### config.mk
export PLATFORM = sky130hd
export DESIGN_NAME = dollar_star_frame_parser_unit
export DESIGN_NICKNAME = d
export VERILOG_FILES = /design/src/rtl/dsfp_pkg.sv /design/src/rtl/dsfp_in_stage.sv /design/src/rtl/dsfp_parse.sv /design/src/rtl/dollar_star_frame_parser_unit.sv
export SDC_FILE = /design/constraint.sdc
export NUM_CORES = 1
export LEC_CHECK = 0
export BUFFER_PORTS_ARGS = -buffer_cell sky130_fd_sc_hd__buf_2
export CAP_MARGIN = 20
export CORE_MARGIN = 2
export CORE_UTILIZATION = 50
export CTS_BUF_LIST = sky130_fd_sc_hd__clkbuf_8
export DETAILED_ROUTE_END_ITERATION = 10
export PLACE_DENSITY_LB_ADDON = 0.25
export SETUP_SLACK_MARGIN = 0.5
export SYNTH_ARGS = -nofsm -noshare
export SYNTH_HDL_FRONTEND = slang
export SYNTH_SLANG_ARGS = --single-unit
### constraint.sdc
create_clock -name clk -period 5 [get_ports clk]
set_input_delay 1 -clock clk [delete_from_list [all_inputs] [get_ports clk]]
set_output_delay 1 -clock clk [all_outputs]
set_load 0.005 [all_outputs]
### src/rtl/dsfp_pkg.sv
// types and constants of the dollar star frame parser
`timescale 1ns / 1ps
package dsfp_pkg;

  localparam int TYPE_MAX_DEF    = 6;
  localparam int PAYLOAD_MAX_DEF = 100;

  // fixed result field widths
  localparam int TYPE_CHARS_W = 48;
  localparam int TYPE_SLOTS   = TYPE_CHARS_W / 8;
  localparam int TYPE_LEN_W   = 3;
  localparam int PAY_LEN_W    = 7;

  localparam logic [7:0] CH_DOLLAR = 8'h24;
  localparam logic [7:0] CH_COMMA  = 8'h2C;
  localparam logic [7:0] CH_STAR   = 8'h2A;

  typedef enum logic [1:0] {
    PH_HUNT    = 2'd0,
    PH_TYPE    = 2'd1,
    PH_PAYLOAD = 2'd2
  } phase_t;

  typedef struct packed {
    logic                    message_done;
    logic                    frame_error;
    logic [TYPE_CHARS_W-1:0] type_chars;
    logic [TYPE_LEN_W-1:0]   type_length;
    logic [PAY_LEN_W-1:0]    payload_length;
    logic [7:0]              payload_byte;
    logic                    payload_byte_valid;
    logic [PAY_LEN_W-1:0]    payload_index;
  } res_t;

endpackage

### src/rtl/dsfp_in_stage.sv
// input register of the frame parser
`timescale 1ns / 1ps
module dsfp_in_stage (
  input  logic       clk,
  input  logic       rst_n,
  input  logic       advance,
  input  logic       in_valid,
  input  logic [7:0] in_rx_byte,
  output logic       valid_r,
  output logic [7:0] byte_r
);

  always_ff @(posedge clk) begin
    if (!rst_n) begin
      valid_r <= 1'b0;
    end else if (advance) begin
      valid_r <= in_valid;
    end
  end

  always_ff @(posedge clk) begin
    if (advance && in_valid) begin
      byte_r <= in_rx_byte;
    end
  end

endmodule

### src/rtl/dsfp_parse.sv
// parse state and per-byte result logic
`timescale 1ns / 1ps
module dsfp_parse import dsfp_pkg::*; #(
  parameter int TYPE_MAX    = TYPE_MAX_DEF,
  parameter int PAYLOAD_MAX = PAYLOAD_MAX_DEF
) (
  input  logic       clk,
  input  logic       rst_n,
  input  logic       step_en,
  input  logic [7:0] rx_byte,
  output res_t       res
);

  localparam int TCNT_W = $clog2(TYPE_MAX + 1);
  localparam int PCNT_W = $clog2(PAYLOAD_MAX + 1);

  phase_t            phase_r, phase_nxt;
  logic [7:0]        type_store_r [TYPE_MAX];
  logic [7:0]        type_store_nxt [TYPE_MAX];
  logic [TCNT_W-1:0] type_cnt_r, type_cnt_nxt;
  logic [PCNT_W-1:0] pay_cnt_r, pay_cnt_nxt;
  logic              type_full, pay_full;

  assign type_full = (type_cnt_r >= TCNT_W'(TYPE_MAX));
  assign pay_full  = (pay_cnt_r >= PCNT_W'(PAYLOAD_MAX));

  // next phase
  always_comb begin
    phase_nxt = phase_r;
    case (phase_r)
      PH_TYPE: begin
        if (rx_byte == CH_COMMA) begin
          phase_nxt = PH_PAYLOAD;
        end else if (type_full || rx_byte == CH_STAR) begin
          phase_nxt = PH_HUNT;
        end
      end
      PH_PAYLOAD: begin
        if (rx_byte == CH_STAR || pay_full) begin
          phase_nxt = PH_HUNT;
        end
      end
      default: begin
        phase_nxt = (rx_byte == CH_DOLLAR) ? PH_TYPE : PH_HUNT;
      end
    endcase
  end

  // data path and result fields
  always_comb begin
    type_store_nxt = type_store_r;
    type_cnt_nxt   = type_cnt_r;
    pay_cnt_nxt    = pay_cnt_r;
    res            = '0;
    case (phase_r)
      PH_TYPE: begin
        if (rx_byte == CH_COMMA) begin
          pay_cnt_nxt = '0;
        end else if (type_full) begin
          res.frame_error = 1'b1;
          type_cnt_nxt    = '0;
        end else if (rx_byte == CH_STAR) begin
          res.message_done = 1'b1;
        end else begin
          for (int i = 0; i < TYPE_MAX; i++) begin
            if (type_cnt_r == TCNT_W'(i)) begin
              type_store_nxt[i] = rx_byte;
            end
          end
          type_cnt_nxt = type_cnt_r + 1'b1;
        end
      end
      PH_PAYLOAD: begin
        if (rx_byte == CH_STAR) begin
          res.message_done   = 1'b1;
          res.payload_length = PAY_LEN_W'(pay_cnt_r);
        end else if (pay_full) begin
          res.frame_error = 1'b1;
          pay_cnt_nxt     = '0;
        end else begin
          res.payload_byte       = rx_byte;
          res.payload_byte_valid = 1'b1;
          res.payload_index      = PAY_LEN_W'(pay_cnt_r);
          pay_cnt_nxt            = pay_cnt_r + 1'b1;
        end
      end
      default: begin
        if (rx_byte == CH_DOLLAR) begin
          type_cnt_nxt = '0;
          for (int i = 0; i < TYPE_MAX; i++) begin
            type_store_nxt[i] = '0;
          end
        end
      end
    endcase
    // packed view after this byte; entries past the port width drop out
    for (int i = 0; i < TYPE_MAX && i < TYPE_SLOTS; i++) begin
      res.type_chars[8*i +: 8] = type_store_nxt[i];
    end
    res.type_length = TYPE_LEN_W'(type_cnt_nxt);
  end

  always_ff @(posedge clk) begin
    if (!rst_n) begin
      phase_r    <= PH_HUNT;
      type_cnt_r <= '0;
      pay_cnt_r  <= '0;
      for (int i = 0; i < TYPE_MAX; i++) begin
        type_store_r[i] <= '0;
      end
    end else if (step_en) begin
      phase_r      <= phase_nxt;
      type_cnt_r   <= type_cnt_nxt;
      pay_cnt_r    <= pay_cnt_nxt;
      type_store_r <= type_store_nxt;
    end
  end

endmodule

### src/rtl/dollar_star_frame_parser_unit.sv
// an accepted input item passes the input register, then the result register, to its result item on out_*
// throughput: one item per cycle; the input register and result register
//   move together, so a stall on out_ holds both stages in place
// every byte yields exactly one result item
// reset: rst_n synchronous active low; parser back to hunt, type store and
//   counts zero, both stages empty
`timescale 1ns / 1ps
module dollar_star_frame_parser_unit import dsfp_pkg::*; #(
  parameter int TYPE_MAX    = TYPE_MAX_DEF,
  parameter int PAYLOAD_MAX = PAYLOAD_MAX_DEF
) (
  input  logic                    clk,
  input  logic                    rst_n,
  // input channel
  input  logic                    in_valid,
  output logic                    in_stall,
  input  logic [7:0]              in_rx_byte,
  // result channel
  output logic                    out_valid,
  input  logic                    out_stall,
  output logic                    out_message_done,
  output logic                    out_frame_error,
  output logic [TYPE_CHARS_W-1:0] out_type_chars,
  output logic [TYPE_LEN_W-1:0]   out_type_length,
  output logic [PAY_LEN_W-1:0]    out_payload_length,
  output logic [7:0]              out_payload_byte,
  output logic                    out_payload_byte_valid,
  output logic [PAY_LEN_W-1:0]    out_payload_index
);

  // pipeline moves whenever the result slot is empty or being taken
  logic       advance;
  logic       in_valid_r;
  logic [7:0] in_byte_r;
  res_t       res;
  res_t       res_r;
  logic       out_valid_r;

  assign advance  = !out_valid_r || !out_stall;
  assign in_stall = !advance;

  // stage one: capture the received byte
  dsfp_in_stage u_in (
    .clk       (clk),
    .rst_n     (rst_n),
    .advance   (advance),
    .in_valid  (in_valid),
    .in_rx_byte(in_rx_byte),
    .valid_r   (in_valid_r),
    .byte_r    (in_byte_r)
  );

  // stage two: phase, type store and counters step once per held byte
  dsfp_parse #(
    .TYPE_MAX   (TYPE_MAX),
    .PAYLOAD_MAX(PAYLOAD_MAX)
  ) u_parse (
    .clk    (clk),
    .rst_n  (rst_n),
    .step_en(advance && in_valid_r),
    .rx_byte(in_byte_r),
    .res    (res)
  );

  // result register
  always_ff @(posedge clk) begin
    if (!rst_n) begin
      out_valid_r <= 1'b0;
    end else if (advance) begin
      out_valid_r <= in_valid_r;
    end
  end

  always_ff @(posedge clk) begin
    if (advance && in_valid_r) begin
      res_r <= res;
    end
  end

  assign out_valid              = out_valid_r;
  assign out_message_done       = res_r.message_done;
  assign out_frame_error        = res_r.frame_error;
  assign out_type_chars         = res_r.type_chars;
  assign out_type_length        = res_r.type_length;
  assign out_payload_length     = res_r.payload_length;
  assign out_payload_byte       = res_r.payload_byte;
  assign out_payload_byte_valid = res_r.payload_byte_valid;
  assign out_payload_index      = res_r.payload_index;

endmodule

==> results of run 1 <==
## layout by cell type, fill, tap and decap left out, drive strengths merged, types with 21 or more instances in the layout
| cell type | count |
|---|---|
| buf | 97 |
| edfxtp | 84 |
| nor2 | 69 |
| nand2 | 67 |
| dfxtp | 62 |
| o21ai | 45 |
| a21oi | 42 |
| nand3 | 35 |
| and2 | 28 |
| nor3 | 22 |
| inv | 21 |
## flip-flops by register name, indices dropped and copies added, names as in the netlist, 2 cells and up
name	count
u_parse.type_store_r	48
out_payload_byte	8
out_payload_length	7
u_in.byte_r	8
u_parse.type_cnt_r	3
out_type_length	3
out_type_chars	48
u_parse.pay_cnt_r	7
u_parse.phase_r	2
out_payload_index	7
## routing by layer
layer / vias up / share of wire [%]
li1: 2741 / -
met1: 2891 / 43
met2: 342 / 45
met3: 49 / 9.6
met4: 0 / 3.1
met5: - / 0
## tightest hold or removal path, stage by stage (launching register included)
cell and delay (ns):
dfxtp_1 0.34, nand2_1 0.05, o21ai_0 0.05
## final cells by class
type                            instances  area, um2  area share (%)
Clock inverter                         15        165            2.10
Inverter                               19       72.6           0.923
Clock buffer                           17        234            2.97
Tap cell                              180        225            2.86
Sequential cell                       146       3760            47.9
Multi-Input combinational cell        488       2900            36.9
Timing Repair Buffer                   97        505            6.43
## kinds of logic (layout without fill, tap and decap cells)
family | count (synthesis) | after routing | synth area share (%)
mux | 2 | 2 | 0.288
xor+xnor | 2 | 2 | 0.252
fa+ha+maj | 10 | 10 | 1.80
compound gates | 202 | 202 | 20.0
buf+inv | 72 | 148 | 4.34
simple gates | 272 | 272 | 19.2
flops | 146 | 146 | 54.1
## power by group
part           switching, mW  internal, mW  leakage (nW)
Clock                  0.453         0.489         0.209
Combinational         0.0633        0.0281          1.36
Sequential            0.0272          1.29          1.35
## final timing paths
path,start,end,slack [ns],depth (start not counted)
setup / recovery,out_stall,u_parse.type_store_r[9]$_SDFFE_PN0P_,1.88,8
hold / removal,u_parse.type_store_r[6]$_SDFFE_PN0P_,u_parse.type_store_r[6]$_SDFFE_PN0P_,0.47,2
setup reg to reg,u_in.byte_r[3]$_DFFE_PP_,out_type_chars[16]$_DFFE_PP_,1.89,5
hold reg to reg,u_parse.type_store_r[6]$_SDFFE_PN0P_,u_parse.type_store_r[6]$_SDFFE_PN0P_,0.47,2
## stage by stage
stage / utilization, % / cells / area [um2] / total power [mW]
after global placement: 54.4 / 930 / 7470 / 1.43
after CTS: 57.3 / 962 / 7870 / 2.36
final: 57.3 / 962 / 7870 / 2.35
after global routing: 57.3 / 962 / 7870 / 2.42
after detailed placement: 54.4 / 930 / 7470 / 1.43
after floorplan: - / 706 / 6960 / 1.39
==> flow_summary.ini, run 1 <==
[worst_setup_path]
arrival_ns = 3.46
critPathTopFamily = compound AO/OA/AOI/OAI gates
worstPathRequired_ns = 5.34
cpMaxStageDelayCell = buf_4
crit_path_end_kind = flop
critPathBufInv = 3
cp_max_fo = 85
max_stage_delay_ns = 0.77
start_kind = primary input
crit_type = primary input to flop
crit_path_cell_trace = buf_2, a21bo_2, clkinv_2, buf_4, nand2_1, o311a_1, a21oi_1, o22ai_1

[synth]
ys_seq_area_share_pct = 54.1
synth_edf_count = 84
synth_top_area_share_pct = 36.3
synth_area_um2 = 6960
synth_cells = 706
synth_fp_nets = 728
synth_seq_cells = 146
synth_flop_cell = edfxtp_1
yosys.area.top_type = edfxtp_1
synth_cell_types = 67
synth_common_cells = edfxtp_1, nor2_1, nand2_1
synth.area.top_cells = edfxtp_1, dfxtp_1, nor2_1
syn_area_per_cell_um2 = 9.85
async_reset_ff_share_pct = 0
yosysMostFrequentCell = edfxtp_1
ys_warn_count = 0

[timing]
slew_viol_final = 0
finalSetupViolations = 0
relSlewSlack_pct = 26.4
fin_crit_sh_pct = 62.5
tightestPinTransition_ns = 1.10
holdWs_ns = 0.467
finalSetupTns_ns = 0
setup_slack_ns = 1.88
rsz0062_at_grt = false
fin_skew_ns = 0.0125
hold_viol = 0
finalCriticalPeriod_ns = 3.12
fmax_mhz = 320

[drt]
drtPass1Iterations = 6
vias_per_cell = 6.26
wl_per_cell_um = 20.3
drc_errors = 0
num_vias = 6023
ant_nets = 0
drt_wl_total_um = 19500
drt_iter0_markers = 716

[layout]
fill_cells = 1196
drive_gt1_share_pct = 18.4
fin_nets = 791
diodes = 0
area_delta_synth_final_pct = 13.1

[power_and_ir_drop]
p_leak_nw = 2.92
peakVddDrop_mv = 0.196
power_density_nw_per_um2 = 299

[clock_tree]
insertion_delay_ns = 0.46
cts_sinks = 146
cts_buffer_depth = 2
cts_max_level = 4
cts_root_buf = clkbuf_8
cts_tree = yes
ctsResizeCount = 0
cts.clk_slew.worst_paths_ns = 0.08
cts_hold_buf = 0
post_cts_buffers = 0
numCtsBuffers = 17

[grt]
antenna_found_initial = 0
gr-total-overflow = 0
track_usage_pct = 26.7
grt_pass1_wl_um = 30000
grt-busiest-layer = met2
grt_max_degree = 86
grt_pass1_vias = 5585
grtUsageMet2_pct = 41.1
use_met1_pct = 36.6
use_met3_pct = 5.85

[worst_hold_path]
hold_path.class = flop to flop

[placement]
place_congestion = 0.905
io_buffer_count = 89
dp_hpwl_um = 12800
pre_cts_ws_ns = 1.48

[die]
dieArea_um2 = 14900
core_area_um2 = 13700
ioPinCount = 90
initial_core_util_pct = 50.7
die_width_um = 122
die_h_um = 122
rows = 43

[job]
drv_cap = 0

[run_status]
status = finished, final reports clean
Power figures use the tool's default switching activity.
==> run 2: changes to the inputs <==
- clock period: 5 -> 2.85 ns (I/O delays scaled with it)
==> flow_summary.ini, run 2 (synthesis results as in run 1) <==
[run_status]
status = finished, final reports clean

[grt]
grt_pass1_wl_um = 32700
grt_pass1_vias = 5866
track_usage_pct = 29.3
grt_max_degree = 42
antenna_found_initial = 0
gr-total-overflow = 0

[timing]
finalCriticalPeriod_ns = 2.32
relSlewSlack_pct = 51.4
setup_slack_ns = 0.531
fmax_mhz = 431
rsz0062_at_grt = true
finalSetupTns_ns = 0
finalSetupViolations = 0
tightestPinTransition_ns = 0.717
holdWs_ns = 0.285
fin_skew_ns = 0.0107
fin_crit_sh_pct = 81.4
slew_viol_final = 0
hold_viol = 0

[clock_tree]
cts_root_buf = clkbuf_8
cts_sinks = 146
cts_buffer_depth = 2
cts_tree = yes
cts_max_level = 4
numCtsBuffers = 17
insertion_delay_ns = 0.46
cts.clk_slew.worst_paths_ns = 0.08
cts_hold_buf = 0

[power_and_ir_drop]
power_density_nw_per_um2 = 483
p_total_mw = 4.03
p_leak_nw = 3.17
peakVddDrop_mv = 0.237

[drt]
ant_nets = 0
vias_per_cell = 6.11
drt_wl_total_um = 21100
drc_errors = 0
num_vias = 6182
wl_per_cell_um = 20.8
drtPass1Iterations = 5
drt_iter0_markers = 693

[placement]
pre_cts_ws_ns = 0.368
io_buffer_count = 89
place_congestion = 0.977
dp_hpwl_um = 14800

[worst_hold_path]
hold_path.class = primary input to flop

[worst_setup_path]
crit_type = flop to flop
worstPathRequired_ns = 3.24
arrival_ns = 2.71
cp_max_fo = 13
start_kind = flop
crit_path_end_kind = flop

[die]
initial_core_util_pct = 50.7
rows = 43
die_h_um = 122
dieArea_um2 = 14900
die_width_um = 122
core_area_um2 = 13700
ioPinCount = 90

[layout]
post-route-util_pct = 60.8
fill_cells = 1220
fin_nets = 841
area_delta_synth_final_pct = 20.0
diodes = 0
drive_gt1_share_pct = 25.5
layout_commonest_cell = buf_2
final_cell_mix = buf_2, edfxtp_1, nor2_1, nand2_1, dfxtp_1

[job]
drv_cap = 0
[run 2: changes by cell type in the layout (fill, tap and decap cells not counted), sizes merged]
cell and change:
bufinv -2, buf +50, clkbuf +1, clkinvlp +1
[run 2: worst max-delay path, stage by stage (launching register included)]
cell and delay (ns):
edfxtp_1 0.38, or3_1 0.57, nor2_2 0.50, a21oi_4 0.20
a311oi_2 0.37, mux2i_1 0.23
[run 2: per-layer routing]
metal	track usage, %	share of wire (%)	up-vias
met5	0	0	-
met4	11.6	2.4	0
met3	5.85	7.1	36
met2	44.8	47	288
met1	41.0	44	3022
li1	-	-	2836
[run 2: worst paths after layout]
kind         slack [ns]  cells past startpoint                               endpoint                                   from
max                0.53                      5        u_parse.phase_r[1]$_SDFFE_PN0P_               u_in.byte_r[4]$_DFFE_PP_
min                0.29                      1               u_in.byte_r[0]$_DFFE_PP_                          in_rx_byte[0]
max reg2reg        0.53                      5        u_parse.phase_r[1]$_SDFFE_PN0P_               u_in.byte_r[4]$_DFFE_PP_
min reg2reg        0.47                      2  u_parse.type_store_r[15]$_SDFFE_PN0P_  u_parse.type_store_r[15]$_SDFFE_PN0P_
[run 2: area by class of cell]
type	count	area [um2]	area share (%)
timing repair buffer	147	943	11.3
clock buffer	18	248	2.97
tap	180	225	2.70
sequential	146	3760	45.1
multi-input combinational	488	2980	35.7
clock inverter	14	115	1.38
inverter	19	72.6	0.870
[run 2: where the power goes]
| part | switching, mW | leakage (nW) | internal [mW] |
|---|---|---|---|
| Combinational | 0.158 | 1.63 | 0.0775 |
| Clock | 0.812 | 0.190 | 0.706 |
| Sequential | 0.0191 | 1.35 | 2.26 |
[run 2: through the flow]
stage | area, um2 | std cells
2_1_floorplan | 6970 | 706
3_3_place_gp | 7800 | 970
3_5_place_dp | 7800 | 970
4_1_cts | 8210 | 1005
5_1_grt | 8350 | 1012
6_report | 8350 | 1012
[run 2: what timing repair did]
item	CTS	global route
pin swaps	0	3
setup buffers	3	7
endpoints found under the setup margin	24	75
resized for setup	7	18
